[src/gsc_pkg.sv]
`timescale 1ns / 1ps
package gsc_pkg;

   localparam int CSR_ADDR_W = 3;
   localparam int CSR_DATA_W = 20;
   localparam int ADC_MAX_W  = 16;
   localparam int RES_W      = 24;
   localparam int SUM_W      = 30;
   localparam int DVD_W      = 48;
   localparam int DVS_W      = 24;
   localparam int PPM_W      = 14;
   localparam int GAS_COUNT  = 6;

   localparam logic [RES_W-1:0] R_MAX   = '1;
   localparam logic [SUM_W-1:0] SUM_MAX = '1;
   localparam logic [PPM_W-1:0] PPM_MAX = 14'd10000;
   localparam longint LOG2_10_Q16 = 217706;

   localparam logic [CSR_ADDR_W-1:0] CSR_DISCONNECT = 3'd0;
   localparam logic [CSR_ADDR_W-1:0] CSR_PREHEAT    = 3'd1;
   localparam logic [CSR_ADDR_W-1:0] CSR_INTERVAL   = 3'd2;
   localparam logic [CSR_ADDR_W-1:0] CSR_SAMPLES    = 3'd3;
   localparam logic [CSR_ADDR_W-1:0] CSR_LOAD       = 3'd4;
   localparam logic [CSR_ADDR_W-1:0] CSR_FACTOR     = 3'd5;
   localparam logic [CSR_ADDR_W-1:0] CSR_GAS        = 3'd6;

   typedef enum logic [1:0] {
      MODE_NC      = 2'd0,
      MODE_PREHEAT = 2'd1,
      MODE_CAL     = 2'd2,
      MODE_READY   = 2'd3
   } mode_type;

   typedef enum logic [3:0] {
      S_IDLE, S_RS_DIV, S_ACC, S_AVG_DIV, S_RO_DIV, S_EVAL, S_RATIO_DIV,
      S_PPM, S_NORM, S_LOG, S_MUL, S_EXP0, S_EXP, S_FIN, S_OUT
   } back_state_type;

   typedef struct packed {
      logic [15:0] disconnect;
      logic [19:0] preheat;
      logic [15:0] interval;
      logic [6:0]  samples;
      logic [15:0] load;
      logic [15:0] factor;
      logic [2:0]  gas;
   } cfg_type;

   typedef struct packed {
      logic [ADC_MAX_W-1:0] adc;
      logic                 disc;
   } q_item_type;

   typedef struct packed {
      logic [1:0]       status;
      logic             ratio_valid;
      logic [RES_W-1:0] ratio;
      logic [PPM_W-1:0] ppm;
   } res_type;

   function automatic longint milli_to_q16(longint m);
      return (m * 65536 + 500) / 1000;
   endfunction

   // a * log2(10), Q.32
   function automatic logic signed [DVD_W-1:0] gas_a32(logic [2:0] g);
      longint a;
      unique case (g)
         3'd0:    a = milli_to_q16(3541);
         3'd1:    a = milli_to_q16(2802);
         3'd2:    a = milli_to_q16(5692);
         3'd3:    a = milli_to_q16(14725);
         3'd4:    a = milli_to_q16(12054);
         3'd5:    a = milli_to_q16(7744);
         default: a = 0;
      endcase
      return DVD_W'(a * LOG2_10_Q16);
   endfunction

   function automatic logic signed [21:0] gas_b16(logic [2:0] g);
      longint b;
      unique case (g)
         3'd0:    b = milli_to_q16(3674);
         3'd1:    b = milli_to_q16(3267);
         3'd2:    b = milli_to_q16(6336);
         3'd3:    b = milli_to_q16(19804);
         3'd4:    b = milli_to_q16(16633);
         3'd5:    b = milli_to_q16(9895);
         default: b = 0;
      endcase
      return 22'(b);
   endfunction

   function automatic logic [63:0] isqrt64(logic [63:0] v);
      logic [63:0] res;
      logic [63:0] bt;
      logic [63:0] rem;
      res = '0;
      bt  = 64'd1 << 62;
      rem = v;
      for (int j = 0; j < 32; j++) begin
         if (rem >= res + bt) begin
            rem = rem - (res + bt);
            res = (res >> 1) + bt;
         end else begin
            res = res >> 1;
         end
         bt = bt >> 2;
      end
      return res;
   endfunction

   // entry j is 2^(2^-(j+1)) in Q1.30, built by repeated integer square roots
   function automatic logic [15:0][31:0] exp2_roots();
      logic [15:0][31:0] tab;
      logic [63:0]       r;
      r = 64'd1 << 31;
      for (int j = 0; j < 16; j++) begin
         r = isqrt64(r << 30);
         tab[j] = r[31:0];
      end
      return tab;
   endfunction

endpackage

[src/gsc_front.sv]
`timescale 1ns / 1ps
module gsc_front #(
   parameter int ADC_BITS = 10
) (
   input  logic                 clock,
   input  logic                 reset,
   input  logic                 req_valid,
   output logic                 req_stall,
   input  logic [ADC_BITS-1:0]  req_adc_sample,
   input  gsc_pkg::cfg_type     cfg,
   output logic                 q_valid,
   output gsc_pkg::q_item_type  q_data,
   input  logic                 q_pop
);

   gsc_pkg::q_item_type entry_ff [2];
   logic       wr_ptr_ff, wr_ptr_in;
   logic       rd_ptr_ff, rd_ptr_in;
   logic [1:0] count_ff, count_in;
   logic       push;
   gsc_pkg::q_item_type item;

   assign req_stall = (count_ff == 2'd2);
   assign push      = req_valid && !req_stall;
   assign q_valid   = (count_ff != 2'd0);
   assign q_data    = entry_ff[rd_ptr_ff];

   // classify the word on entry: disconnected or live
   always_comb begin
      item.adc  = gsc_pkg::ADC_MAX_W'(req_adc_sample);
      item.disc = (req_adc_sample >= cfg.disconnect[ADC_BITS-1:0]);
      wr_ptr_in = push ? !wr_ptr_ff : wr_ptr_ff;
      rd_ptr_in = q_pop ? !rd_ptr_ff : rd_ptr_ff;
      count_in  = count_ff + 2'(push) - 2'(q_pop);
   end

   always_ff @(posedge clock) begin
      if (reset) begin
         wr_ptr_ff <= 1'b0;
         rd_ptr_ff <= 1'b0;
         count_ff  <= 2'd0;
      end else begin
         wr_ptr_ff <= wr_ptr_in;
         rd_ptr_ff <= rd_ptr_in;
         count_ff  <= count_in;
      end
   end

   always_ff @(posedge clock) begin
      if (push) begin
         entry_ff[wr_ptr_ff] <= item;
      end
   end

endmodule

[config.mk]
export PLATFORM = sky130hd
export DESIGN_NAME = gsc_front
export DESIGN_NICKNAME = d
export VERILOG_FILES = /design/src/gsc_pkg.sv /design/src/gsc_front.sv
export SDC_FILE = /design/constraint.sdc
export NUM_CORES = 1
export LEC_CHECK = 0
export ABC_AREA = 1
export BUFFER_PORTS_ARGS = -buffer_cell sky130_fd_sc_hd__buf_2
export CAP_MARGIN = 5
export CORE_MARGIN = 2
export CORE_UTILIZATION = 40
export CTS_CLUSTER_DIAMETER = 50
export CTS_CLUSTER_SIZE = 14
export DETAILED_ROUTE_END_ITERATION = 8
export HOLD_SLACK_MARGIN = 0.05
export PLACE_DENSITY = 0.89
export SYNTH_ARGS = -nofsm -noshare
export SYNTH_HDL_FRONTEND = slang
export SYNTH_SLANG_ARGS = --single-unit
[constraint.sdc]
create_clock -name clock -period 2.4 [get_ports clock]
set_clock_uncertainty 0.2 [all_clocks]
set_input_delay 0.12 -clock clock [delete_from_list [all_inputs] [get_ports clock]]
set_output_delay 0.12 -clock clock [all_outputs]
set_load 0.02 [all_outputs]
==> results.cfg <==
[clock_tree]
holdBufCountCts = 13
ctsHtreeMaxLevel = 1
cts_made_buffers = 3
cts_tree = done
clk_latency_ps = 310
root_buffer = clkbuf_4
clk_pin_slew_ps = 130
cts.sink_count = 27
clockBufferDepth = 2
ctsResizeCount = 0
post_cts_buffers = 0

[worst_setup_path]
r2r_end = count_ff[1]$_SDFF_PP0_
end_kind = output port
worst-r2r-cell-count = 8
r2r_start = count_ff[0]$_SDFF_PP0_
cp-start-kind = register
ff2ff_setup_slack_ps = 690
cp.required_ps = 2080
worstPathArrival_ps = 1670
worstPathMaxFanout = 11
crit_type = register to output port

[floorplanning]
ioPinCount = 127
std_cell_rows = 21
coreArea_sq_um = 3340
initial_core_util_pct = 41.6
die_area_sq_um = 3960
die_w_um = 62.9
die_height_um = 62.9

[pwr]
power_switching_w = 0.000321
comb_power_share_pct = 28.7
power.internal_w = 0.000770
p_per_area_nw_per_um2 = 620
pwr-share-seq_pct = 54.3
p_leak_nw = 0.847
p_total_w = 0.00109
pwr-share-clk_pct = 17.0
swShare_pct = 29.4
peakVddDrop_uv = 225

[route]
num_vias = 964
routed_wl_mm = 2.71
wl_met2_mm = 1.47
wl_met1_um = 985
top_layer = met4
viasPerCell = 4.48
drt_iter0_markers = 48
wl_met3_um = 220
drc = 0
drtPass1Iterations = 4
wl_per_cell_um = 12.6
ant_nets = 0

[run]
maxCapViolations = 0

[finish]
fin_util_pct = 52.7
nNetsFinal = 290
final_common_cell = buf_2
final_cells = 215
areaGrowthSynthToFinish_pct = 26.8
diodes = 0
mostFrequentLayoutCells = 36 x buf_2, 22 x edfxtp_1, 19 x inv_1
final_layout_size_suffix_gt1_share_pct = 32.5

[placed_design]
pre_cts_slack_ps = 717
dp_cells = 198
dp_hpwl_mm = 1.75
gp_congestion = 0.761
io_buffers = 36

[timing]
fin_crit_sh_pct = 82.8
tns_ps = 0
final.min_clock_period_ps = 1990
tightestPinTransition_ps = 685
rsz0062_at_grt = no
slew_violations = 0
fin_ws_ps = 414
fmax_mhz = 504
finalHoldViolations = 0
finalSetupViolations = 0
slew_headroom_pct = 54.3

[global_route]
grt_pass1_wl_mm = 4.36
grt_max_degree = 15
grt_usage_pct = 14.4
first_global_vias = 970
antenna_found_initial = 0
grt-ovfl-total = 0

[synth]
synth_fa_ha_area_share_pct = 10.8
synth_mux_area_share_pct = 11.6
synth.avg_cell_area_sq_um = 12.0
ys_ff_latch = 27
synth_compound_area_share_pct = 2.80
syn-instance-count = 116
synth_xor_area_share_pct = 1.26
yosysSeqAreaShare_pct = 54.8
netlist_area_sq_um = 1390
ys_types = 20
synth-simple-area-share_pct = 8.93
ys_warn_count = 0
synth_top_family_by_area = multiplexers

[worst_hold_path]
whs_endpoint = entry_ff[1][0]$_DFFE_PP_
hold_path.class = input port to register
hold_start = cfg[79]
hold_depth = 7

[run_status]
status = completed
[cells in the mapped netlist]
cell type  number  area [sq um]
a21o_1          1          7.51
nand2_1        15          56.3
buf_4           6          45.0
mux2_4         10           150
inv_2           1          3.75
nand3_1         2          10.0
and2_1          1          6.26
o21ai_4         1          16.3
inv_1          19          71.3
buf_6           1          11.3
nor2_1         12          45.0
a21oi_1         2          10.0
mux2_2          1          11.3
conb_1          1          3.75
ha_1           12           150
o21ai_0         1          5.00
xnor2_1         2          17.5
or2_2           1          6.26
dfxtp_1         5           100
edfxtp_1       22           661
[sequential cells by signal, indices dropped and copies added, names as in the netlist, named ones only]
register,count
wr_ptr_ff,1
count_ff,2
entry_ff,22
rd_ptr_ff,1
[cells by family (layout without fill, tap and decap cells)]
family,after synthesis,count (layout)
AND/OR/NAND/NOR,31,31
flip-flops,27,27
buffers and inverters,27,75
adder cells (fa/ha/maj),12,12
multiplexers,11,11
AO/OA/AOI/OAI,5,5
XOR/XNOR,2,2
other,1,6
[power groups by stage]
stage	sequential, W	clock [W]	combinational, W
after floorplan	0.000591	0	0.000218
after global placement	0.000600	0	0.000282
after detailed placement	0.000603	0	0.000291
after CTS	0.000592	0.000188	0.000310
after global routing	0.000600	0.000208	0.000342
final	0.000592	0.000186	0.000313
[critical path, stage by stage (launching register included)]
cell     delay (ps)
dfxtp_1         780
mux2_2          410
buf_2           160
[through the flow]
step / hold WS [ps] / cell area [sq um]
5_1_grt: 265 / 1760
2_1_floorplan: -8.78 / 1410
4_1_cts: 215 / 1760
6_report: 209 / 1760
3_5_place_dp: 128 / 1600
3_3_place_gp: 127 / 1600
[per-layer routing]
layer / vias to the layer above / GRT usage (%)
li1: 474 / -
met1: 433 / 15.7
met2: 53 / 27.1
met3: 4 / 1.80
met4: 0 / 6.67
met5: - / 0
[worst max-delay path by stage]
stage                           start                      to  slack, ps  depth (start not counted)
2_1_floorplan  count_ff[0]$_SDFF_PP0_  count_ff[1]$_SDFF_PP0_        850                          8
3_3_place_gp                 register              q_data[10]        770                          2
3_5_place_dp   count_ff[0]$_SDFF_PP0_  count_ff[1]$_SDFF_PP0_        720                          8
4_1_cts                      register              q_data[10]        400                          2
5_1_grt                      register              q_data[10]        340                          2
6_report                     register              q_data[10]        410                          2
[layout make-up]
| type | count | area [sq um] |
|---|---|---|
| Clock buffer | 4 | 26.3 |
| Multi-Input combinational cell | 67 | 514 |
| Fill cell | 270 | 1580 |
| Timing Repair Buffer | 51 | 325 |
| Sequential cell | 27 | 761 |
| Tap cell | 46 | 57.6 |
| Inverter | 20 | 75.1 |
Note: power is estimated with default switching activity, not from simulation.
